### config.mk
export PLATFORM = sky130hd
export DESIGN_NAME = hrhc_back
export DESIGN_NICKNAME = d
export VERILOG_FILES = /design/src/rtl/core/hrhc_pkg.sv /design/src/rtl/core/hrhc_back.sv
export SDC_FILE = /design/constraint.sdc
export NUM_CORES = 1
export LEC_CHECK = 0
export BUFFER_PORTS_ARGS = -buffer_cell sky130_fd_sc_hd__buf_4
export CAP_MARGIN = 25
export CORE_MARGIN = 8
export CORE_UTILIZATION = 35
export CTS_CLUSTER_SIZE = 20
export DETAILED_ROUTE_END_ITERATION = 8
export GPL_TIMING_DRIVEN = 1
export HOLD_SLACK_MARGIN = 0.02
export PLACE_DENSITY = 0.6
export SLEW_MARGIN = 20
export SYNTH_ARGS = -nofsm -noshare
export SYNTH_HDL_FRONTEND = slang
export SYNTH_SLANG_ARGS = --single-unit
### constraint.sdc
create_clock -name clock -period 8.4 [get_ports clock]
set_input_delay 1.68 -clock clock [delete_from_list [all_inputs] [get_ports clock]]
set_output_delay 1.68 -clock clock [all_outputs]
set_load 0.02 [all_outputs]
### src/rtl/core/hrhc_pkg.sv
// Shared types, constants and a helper function for the HTTP request head checker.
package hrhc_pkg;

   localparam int FIFO_DEPTH = 4;

   localparam logic [15:0] BYTE_LIMIT_RESET = 16'd2045;

   localparam logic [1:0] ST_OK   = 2'd0;
   localparam logic [1:0] ST_BAD  = 2'd1;
   localparam logic [1:0] ST_NIMP = 2'd2;

   localparam logic [1:0] METHOD_GET  = 2'd0;
   localparam logic [1:0] METHOD_HEAD = 2'd1;
   localparam logic [1:0] METHOD_PUT  = 2'd2;

   localparam logic [7:0] CH_CR    = 8'd13;
   localparam logic [7:0] CH_LF    = 8'd10;
   localparam logic [7:0] CH_SPACE = 8'h20;
   localparam logic [7:0] CH_COLON = 8'h3A;
   localparam logic [7:0] CH_PLUS  = 8'h2B;

   localparam int DATA_W   = 8;
   localparam int STATUS_W = 2;
   localparam int METHOD_W = 2;
   localparam int LENGTH_W = 31;
   localparam int SIZE_W   = 16;
   localparam int RSP_W    = 56;

   // Classified input beat handed from the front end to the parser.
   typedef struct packed {
      logic [7:0] data_byte;
      logic       frame_start;
      logic       crlf;
      logic       prev_cr;
      logic       prev_colon;
      logic       prev2_colon;
      logic       over_cur;
      logic       over_prev;
   } entry_type;

   function automatic logic [15:0] sat16_add(logic [15:0] v, logic [1:0] d);
      logic [16:0] s;
      s = {1'b0, v} + {15'b0, d};
      return s[16] ? 16'hFFFF : s[15:0];
   endfunction

endpackage

### src/rtl/core/hrhc_back.sv
// Parser back end: per-request state machine and registered verdict output.
module hrhc_back (
   input  logic                       clock,
   input  logic                       reset,
   input  logic                       entry_valid,
   input  hrhc_pkg::entry_type        entry,
   output logic                       pop,
   output logic                       rsp_valid,
   input  logic                       rsp_ready,
   output logic [hrhc_pkg::RSP_W-1:0] rsp_data
);
   import hrhc_pkg::*;

   typedef enum logic [1:0] {
      PH_LINE,
      PH_HEAD,
      PH_DONE
   } phase_type;

   typedef struct packed {
      logic [5:0]  cand;
      logic [3:0]  tok;
      logic        ver;
      logic        space;
      logic        malf;
      logic [4:0]  key;
      logic [30:0] len;
      logic [15:0] size;
   } pstate_type;

   localparam logic [4:0] KEY_LEN  = 5'd16;
   localparam logic [4:0] KEY_WS   = 5'd16;
   localparam logic [4:0] KEY_SIGN = 5'd17;
   localparam logic [4:0] KEY_DIG  = 5'd18;
   localparam logic [4:0] KEY_DEAD = 5'd31;
   localparam logic [30:0] LEN_MAX = 31'h7FFF_FFFF;
   localparam logic [30:0] LEN_THR_LO = 31'd214748364;
   localparam logic [30:0] LEN_THR_HI = 31'd214748363;

   localparam logic [63:0]  VER_STR = "HTTP/1.1";
   localparam logic [127:0] KEY_STR = "Content-Length: ";
   localparam logic [5:0][31:0] METH_STR = {
      {"put", 8'h00}, "head", {"get", 8'h00},
      {"PUT", 8'h00}, "HEAD", {"GET", 8'h00}
   };
   localparam logic [5:0][2:0] METH_LEN = {
      3'd3, 3'd4, 3'd3, 3'd3, 3'd4, 3'd3
   };
   localparam logic [5:0][1:0] METH_CODE = {
      METHOD_PUT, METHOD_HEAD, METHOD_GET, METHOD_PUT, METHOD_HEAD, METHOD_GET
   };

   localparam pstate_type PS_CLEAR = '{
      cand: 6'h3F, tok: 4'd0, ver: 1'b1, space: 1'b0, malf: 1'b0,
      key: 5'd0, len: 31'd0, size: 16'd0
   };

   function automatic pstate_type clear_line(pstate_type s);
      pstate_type r;
      r       = s;
      r.space = 1'b0;
      r.malf  = 1'b0;
      r.key   = 5'd0;
      r.tok   = 4'd0;
      return r;
   endfunction

   function automatic pstate_type req_step(pstate_type s, logic [7:0] b);
      pstate_type r;
      logic [5:0] keep;
      int         j;
      int         v;
      r      = s;
      keep   = '0;
      j      = int'(s.tok[1:0]);
      v      = int'(s.tok[2:0]);
      r.size = sat16_add(s.size, 2'd1);
      if (!s.space && (b == CH_SPACE)) begin
         for (int k = 0; k < 6; k++) begin
            keep[k] = ({1'b0, METH_LEN[k]} == s.tok);
         end
         r.cand  = s.cand & keep;
         r.space = 1'b1;
         r.tok   = 4'd0;
         r.ver   = 1'b1;
      end else if (s.space && (b == CH_SPACE)) begin
         r.tok = 4'd0;
         r.ver = 1'b1;
      end else begin
         if (!s.space) begin
            for (int k = 0; k < 6; k++) begin
               if ((s.tok >= {1'b0, METH_LEN[k]}) || (METH_STR[k][31-8*j -: 8] != b)) begin
                  r.cand[k] = 1'b0;
               end
            end
         end else if (s.tok[3] || (VER_STR[63-8*v -: 8] != b)) begin
            r.ver = 1'b0;
         end
         if (s.tok != 4'd15) begin
            r.tok = s.tok + 4'd1;
         end
      end
      return r;
   endfunction

   function automatic pstate_type head_step(pstate_type s, logic [7:0] b, logic prev_colon);
      pstate_type  r;
      logic [3:0]  d;
      logic [34:0] prod;
      logic        is_digit;
      logic        is_blank;
      int          ki;
      r        = s;
      d        = b[3:0];
      ki       = int'(s.key[3:0]);
      is_digit = (b >= 8'h30) && (b <= 8'h39);
      is_blank = (b == CH_SPACE) || ((b >= 8'd9) && (b <= 8'd13));
      prod     = ({4'b0, s.len} << 3) + ({4'b0, s.len} << 1) + {31'b0, d};
      r.size   = sat16_add(s.size, 2'd1);
      r.tok    = 4'd1;
      if ((b == CH_SPACE) && !s.space) begin
         r.space = 1'b1;
         if (!prev_colon) begin
            r.malf = 1'b1;
         end
      end
      if (s.key < KEY_LEN) begin
         if (b == KEY_STR[127-8*ki -: 8]) begin
            r.key = s.key + 5'd1;
            if (s.key == KEY_LEN - 5'd1) begin
               r.len = 31'd0;
            end
         end else begin
            r.key = KEY_DEAD;
         end
      end else if ((s.key == KEY_WS) || (s.key == KEY_SIGN) || (s.key == KEY_DIG)) begin
         if (is_digit) begin
            if (s.len > ((d <= 4'd7) ? LEN_THR_LO : LEN_THR_HI)) begin
               r.len = LEN_MAX;
            end else begin
               r.len = prod[30:0];
            end
            r.key = KEY_DIG;
         end else if ((s.key == KEY_WS) && is_blank) begin
            r.key = KEY_WS;
         end else if ((s.key == KEY_WS) && (b == CH_PLUS)) begin
            r.key = KEY_SIGN;
         end else begin
            r.key = KEY_DEAD;
         end
      end
      return r;
   endfunction

   phase_type   phase_ff, phase_in;
   pstate_type  ps_ff, ps_in;
   logic        rsp_valid_ff, rsp_valid_in;
   logic [RSP_W-1:0] rsp_data_ff, rsp_data_in;
   logic        verdict_valid;
   logic [1:0]  verdict;
   logic [1:0]  method;
   pstate_type  work;
   phase_type   ph;

   assign pop       = entry_valid && (!rsp_valid_ff || rsp_ready);
   assign rsp_valid = rsp_valid_ff;
   assign rsp_data  = rsp_data_ff;

   always_comb begin
      work          = ps_ff;
      ph            = phase_ff;
      verdict_valid = 1'b0;
      verdict       = ST_OK;
      method        = METHOD_GET;
      if (pop) begin
         if (entry.frame_start) begin
            work = PS_CLEAR;
            ph   = PH_LINE;
         end
         unique case (ph)
            PH_LINE: begin
               if (entry.crlf) begin
                  work.size = sat16_add(work.size, 2'd2);
                  if (!work.space || !work.ver || (work.tok != 4'd8)) begin
                     verdict_valid = 1'b1;
                     verdict       = ST_BAD;
                  end else if (work.cand == 6'd0) begin
                     verdict_valid = 1'b1;
                     verdict       = ST_NIMP;
                  end else begin
                     ph   = PH_HEAD;
                     work = clear_line(work);
                  end
               end else begin
                  if (entry.prev_cr) begin
                     work = req_step(work, CH_CR);
                  end
                  if (entry.data_byte != CH_CR) begin
                     work = req_step(work, entry.data_byte);
                  end
               end
            end
            PH_HEAD: begin
               if (entry.crlf) begin
                  if (work.tok == 4'd0) begin
                     verdict_valid = 1'b1;
                     verdict       = ST_OK;
                  end else if (work.malf || !work.space) begin
                     verdict_valid = 1'b1;
                     verdict       = ST_BAD;
                  end else begin
                     work.size = sat16_add(work.size, 2'd2);
                     work      = clear_line(work);
                  end
               end else if (entry.prev_cr && entry.over_prev) begin
                  verdict_valid = 1'b1;
                  verdict       = ST_BAD;
               end else begin
                  if (entry.prev_cr) begin
                     work = head_step(work, CH_CR, entry.prev2_colon);
                  end
                  if (entry.data_byte != CH_CR) begin
                     if (entry.over_cur) begin
                        verdict_valid = 1'b1;
                        verdict       = ST_BAD;
                     end else begin
                        work = head_step(work, entry.data_byte, entry.prev_colon);
                     end
                  end
               end
            end
            default: begin
            end
         endcase
         if (verdict_valid) begin
            ph = PH_DONE;
         end
      end
      for (int k = 5; k >= 0; k--) begin
         if (work.cand[k]) begin
            method = METH_CODE[k];
         end
      end

      phase_in     = ph;
      ps_in        = work;
      rsp_valid_in = verdict_valid ? 1'b1 : (rsp_ready ? 1'b0 : rsp_valid_ff);
      rsp_data_in  = rsp_data_ff;
      if (verdict_valid) begin
         if (verdict == ST_OK) begin
            rsp_data_in = {5'd0, work.size, work.len, method, verdict};
         end else begin
            rsp_data_in = {54'd0, verdict};
         end
      end
   end

   always_ff @(posedge clock) begin
      if (reset) begin
         phase_ff     <= PH_LINE;
         ps_ff        <= PS_CLEAR;
         rsp_valid_ff <= 1'b0;
      end else begin
         phase_ff     <= phase_in;
         ps_ff        <= ps_in;
         rsp_valid_ff <= rsp_valid_in;
      end
   end

   always_ff @(posedge clock) begin
      rsp_data_ff <= rsp_data_in;
   end

endmodule

Word-level counts from Yosys, hierarchy flattened
Index checks and enable logic that the tools add are counted.
{"block": "totals", "register_bits": 124}
{"block": "op_classes", "eq_ne": 33, "n_reduce_logical": 44, "magnitude_cmp": 12, "bitwise": 2, "shifts": 16, "n_addsub": 16, "muxes": 108}
{"operator": "65-bit 2-to-1 mux", "count": 15}
{"operator": "39-bit by 6-bit indexed part select with 8-bit output (first input constant)", "count": 12}
{"operator": "59-bit 2-to-1 mux", "count": 7}
{"operator": "135-bit by 8-bit indexed part select with 8-bit output (first input constant)", "count": 2}
{"operator": "31-bit 2-to-1 mux", "count": 7}
{"operator": "71-bit by 7-bit indexed part select with 8-bit output (first input constant)", "count": 2}
{"operator": "65-bit one-hot mux with 2 select lines", "count": 1}
{"operator": "36-bit 2-to-1 mux", "count": 2}
{"operator": "16-bit 2-to-1 mux", "count": 4}
{"operator": "8-bit by 4-bit inequality test with 1-bit output (second input constant)", "count": 8}
{"operator": "8-bit inequality test", "count": 7}
{"operator": "16-bit by 1-bit adder with 17-bit output (second input constant)", "count": 3}
{"operator": "1-bit 2-to-1 mux", "count": 37}
{"operator": "2-bit 2-to-1 mux", "count": 17}
{"operator": "31-bit adder", "count": 1}
{"operator": "31-bit by 4-bit adder with 31-bit output", "count": 1}
{"operator": "31-bit by 28-bit greater-than comparator with 1-bit output", "count": 1}
{"operator": "5-bit == test (second input constant)", "count": 6}
{"operator": "5-bit 2-to-1 mux", "count": 5}
{"operator": "4-bit 2-to-1 mux", "count": 6}
{"operator": "1-bit logical OR", "count": 23}
{"operator": "6-bit 2-to-1 mux", "count": 3}
{"operator": "16-bit by 2-bit adder with 17-bit output (second input constant)", "count": 1}
{"operator": "8-bit by 6-bit == test with 1-bit output (second input constant)", "count": 2}
{"operator": "other kinds (34)", "count": 58}

Logic depth before layout (Yosys ltp)
{"block": "logic_depth", "word_depth": 32, "depth_mapped": 22}

Worst setup path before layout
No wires, ideal clock.
{"block": "synth_path", "path_type": "input-to-reg", "from": "input port entry[6] (netlist name)", "to": "register rsp_data_ff[0] (netlist: rsp_data[0]) (enable)", "n_path_buf": 3, "setup_slack_ns": 1.029, "stages": 11, "required_time_ns": 7.870, "arrival_time_ns": 6.841, "path_cell_list": "buf_6 -> buf_12 -> clkbuf_1 -> nor2b_1 -> inv_1 -> ha_1 -> inv_1 -> o311a_1 -> nor2_1 -> nor2_1 -> nor3_1"}
{"block": "synth_via", "elab_chain_cells": 10, "elab_cells_between_ends": 23, "classes_between": "2 x eq/ne; 13 x mux; 8 x reduce/logical"}
{"item": "start, declared", "line": "hrhc_back.sv:6", "rtl": "input hrhc_pkg::entry_type entry,"}
{"item": "parallel branches: the longest is 7 deep, another holds 65-bit 2-to-1 mux"}
{"item": "1-bit one-hot mux with 2 select lines (*)", "line": "hrhc_back.sv:180", "rtl": "unique case (ph)"}
{"item": "1-bit 2-to-1 mux (*) (2 in a row)", "line": "hrhc_back.sv:175", "rtl": "if (pop) begin"}
{"item": "end signal, assigned", "line": "hrhc_back.sv:271", "rtl": "rsp_data_ff <= rsp_data_in;"}
{"item": "end, declared", "line": "hrhc_back.sv:158", "rtl": "logic [RSP_W-1:0] rsp_data_ff, rsp_data_in;"}
Every way passes the cells marked *. The select of a mux whose other input is x is not followed.
A chain may end at the register's enable or synchronous reset.

Worst setup path after layout
{"block": "layout_path", "from": "input port entry[6] (netlist name)", "to": "register rsp_data_ff[40] (netlist: rsp_data[40]) (data pin)"}
{"block": "layout_via", "elab_chain_cells": 17, "elab_cells_between_ends": 52, "classes_between": "4 x add/sub; 2 x eq/ne; 37 x mux; 9 x reduce/logical"}
{"item": "65-bit 2-to-1 mux", "line": "hrhc_back.sv:176", "rtl": "if (entry.frame_start) begin"}
{"item": "65-bit 2-to-1 mux", "line": "hrhc_back.sv:175"}
{"item": "16-bit by 1-bit adder with 17-bit output", "line": "hrhc_pkg.sv:43", "rtl": "s = {1'b0, v} + {15'b0, d};"}
{"item": "16-bit 2-to-1 mux", "line": "hrhc_pkg.sv:44", "rtl": "return s[16] ? 16'hFFFF : s[15:0];"}
{"item": "59-bit 2-to-1 mux", "line": "hrhc_back.sv:219", "rtl": "if (entry.prev_cr) begin"}
{"item": "65-bit 2-to-1 mux", "line": "hrhc_back.sv:215", "rtl": "end else if (entry.prev_cr && entry.over_prev) begin"}
{"item": "65-bit 2-to-1 mux", "line": "hrhc_back.sv:204", "rtl": "if (entry.crlf) begin"}
{"item": "65-bit 2-to-1 mux", "line": "hrhc_back.sv:180"}
{"item": "65-bit 2-to-1 mux", "line": "hrhc_back.sv:175"}
{"item": "16-bit by 1-bit adder with 17-bit output", "line": "hrhc_pkg.sv:43"}
{"item": "16-bit 2-to-1 mux", "line": "hrhc_pkg.sv:44"}
{"item": "59-bit 2-to-1 mux", "line": "hrhc_back.sv:223", "rtl": "if (entry.over_cur) begin"}
{"item": "59-bit 2-to-1 mux", "line": "hrhc_back.sv:222", "rtl": "if (entry.data_byte != CH_CR) begin"}
{"item": "65-bit 2-to-1 mux", "line": "hrhc_back.sv:215"}
{"item": "65-bit 2-to-1 mux", "line": "hrhc_back.sv:204"}
{"item": "65-bit one-hot mux with 2 select lines", "line": "hrhc_back.sv:180"}
{"item": "65-bit 2-to-1 mux", "line": "hrhc_back.sv:175"}
Parallel ways exist; a longest one is shown, timed or not. The select of a mux whose other input is x is not followed.

==> reports/results.tsv <==
metric	value	unit
rsz0062_at_grt	no	
clk_path_buf_depth	2	
post_cts_buffers	0	
slew_viol_final	0	
htreeDepth	4	
p_leak	4.96	nW
dp_slack	1.65	ns
yosysWarnings	0	
gp_congestion	0.933	
dp_hpwl	29900	um
drive_gt1_share	11.9	%
hp-class	reg2reg	
postCtsResizedCells	0	
cp_cell_sequence	buf_4 > nor2b_1 > ha_1 > and4b_1 > nand4_4 > nand2b_1 > o211ai_1 > ha_1 > o21ai_0 > a21oi_1 > nand3_1 > nor4_4 > and2_1 > a211oi_1 > a2111oi_1 > o22ai_1 > a21oi_1	
placed_area	12400	um2
clock_skew	0.0145	ns
maxCapViolCount	0	
synth_edf_count	51	
hold_slack	0.499	ns
synth_top_area_share	13.2	%
fin_crit_sh	75.6	%
grt_pass1_wl	65500	um
wl_met3	3100	um
portBuffers	70	
syn_area	11600	um2
final_core_utilization	39.9	%
met2WireLength	18300	um
viasPerCell	6.14	
synth.distinct_cells	101	
tns	0	ns
finalSetupViolCount	0	
syn2layout_area_growth	12.2	%
cpPeakStageDelay	0.56	ns
p_per_area	128	nW/um2
die_x	198	um
critical_path_buf_inv_count	1	
drc	0	
synth_common_cells	163 x nor2_1, 147 x nand2_1, 118 x a21oi_1, 87 x o21ai_0, 75 x ha_1	
status	finished, final reports clean	
wl_met1	18900	um
root_buffer	clkbuf_16	
drtPass1Iterations	8	
synth_largest_area_cell	edfxtp_1	
worstSkewPairLatency	0.45	ns
vdd_drop_max	0.145	mV
startpoint_type	primary input	
hold_buffers	0	
cts_tree	done	
final_nets	1614	
wirelength	41600	um
boundaryPins	77	
drt-wirelength-per-cell	21.1	um
worst_pin_slew	1.22	ns
path_class	in2reg	
finalHoldViolCount	0	
drtIter0Drc	1202	
yosysMostFrequentCell	nor2_1	
synth-seq-cells	119	
antenna_found_initial	1	
cts_sinks	119	
critical-path-slowest-cell	nor4_4	
cts_buffers	17	
synth_ff_type	dfxtp_1	
critPathRequiredTime	8.69	ns
final_area	13000	um2
fin_crit	6.35	ns
grt_pass1_vias	11700	
grt_usage	21.0	%
cp-end-kind	flip-flop	
core	32600	um2
yosysSeqAreaShare	24.9	%
avgSynthCellArea	7.77	um2
clock.fmax	0.157	GHz
grt_start_max_net_pins	72	
ys_top_cells_by_area	edfxtp_1 13%, dfxtp_1 12%, ha_1 8.1%, nor2_1 5.3%, a21oi_1 5.1%	
cp_top_family	simple AND/OR/NAND/NOR gates	
synthArstFlopShare	0	%
cp.arrival	6.64	ns
top_layer	met4	
fin_ws	2.05	ns
vias	12100	
die_y	198	um
postRouteAntennaNets	0	
syn_inst	1495	
rows	66	
overflow	0	
clk_pin_slew	0.06	ns
cp_max_fo	40	
die_area	39300	um2
start_util	35.6	%
slew_headroom	17.7	%
-- cells by family (layout without fill, tap and decap cells) --
| group | count (synthesis) | after routing | synth area share [%] |
|---|---|---|---|
| compound gates | 469 | 469 | 27.2 |
| xor+xnor | 59 | 59 | 4.45 |
| fa+ha+maj | 77 | 77 | 8.43 |
| buf+inv | 129 | 161 | 5.11 |
| flops | 119 | 119 | 24.9 |
| mux | 19 | 19 | 1.70 |
| other cells | 1 | 6 | 0.0323 |
| simple gates | 622 | 622 | 28.1 |
-- layout by cell type (no fill, tap or decap), types with 8 or more instances in the layout --
cell         n
o31ai_1     15
o21bai_1     8
nor2b_1     63
a21o_1      14
nand2_1    147
a21oi_1    118
dfxtp_1     68
o221ai_1    16
buf_4       93
nor2_1     163
nor4_1      13
o32ai_1      8
a22oi_1      9
and2_1      14
a31oi_1     22
ha_1        75
clkbuf_16   18
mux2i_1     13
or2_2        8
o211ai_1    21
xnor2_1     45
nor3_1      40
nand2b_1    21
o22ai_1     16
o21ai_0     87
edfxtp_1    51
inv_1       32
and3_1      18
nand4_1     12
or4_1       11
xor2_1      14
nand3_1     37
or3_1       13
a211oi_1    27
-- path summary, 6_finish.rpt --
path,startpoint,endpoint,slack (ns),cells after the start
setup / recovery,entry[6],rsp_data[40],2.05,17
hold / removal,rsp_valid,rsp_valid,0.50,2
setup reg to reg,ps_ff[0],rsp_data[40],3.00,16
hold reg to reg,rsp_valid,rsp_valid,0.50,2
-- sequential cells by signal, indices dropped and copies added, names as in the netlist --
name       count
ps_ff         65
rsp_data      51
phase_ff       2
rsp_valid      1
-- through the flow --
step / power, mW / std cells
after global placement: 0.930 / 1940
after detailed placement: 0.932 / 1940
after floorplan: 0.841 / 1499
after CTS: 1.68 / 1972
final: 1.67 / 1974
after global routing: 1.73 / 1973
-- per-layer routing --
| layer | GRT usage [%] | up-vias |
|---|---|---|
| met1 | 27.9 | 5839 |
| li1 | - | 5651 |
| met4 | 8.35 | 0 |
| met2 | 33.0 | 534 |
| met3 | 4.33 | 100 |
| met5 | 0 | - |
-- power by group --
group | internal, mW | leakage (nW) | switching, mW
Combinational | 0.0933 | 3.64 | 0.190
Sequential | 0.624 | 1.04 | 0.0171
Clock | 0.442 | 0.277 | 0.303
-- worst reg2reg max path, cell delays in order, from the launching register on --
cell	delay (ns)
dfxtp_1	0.60
nor2b_1	0.44
ha_1	0.30
and4b_1	0.37
nand4_4	0.21
nand2b_1	0.41
o211ai_1	0.26
ha_1	0.29
o21ai_0	0.13
a21oi_1	0.19
nand3_1	0.21
nor4_4	0.56
and2_1	0.43
a211oi_1	0.08
a2111oi_1	0.39
o22ai_1	0.21
a21oi_1	0.18
-- area by class of cell --
class | instances | area, um2
sequential | 119 | 2890
inverter | 35 | 131
fill | 3361 | 19600
clock inverter | 12 | 116
tap | 442 | 553
timing repair buffer | 94 | 703
clock buffer | 20 | 478
multi-input combinational | 1251 | 8150
antenna | 1 | 2.50
Power figures use the tool's default switching activity.
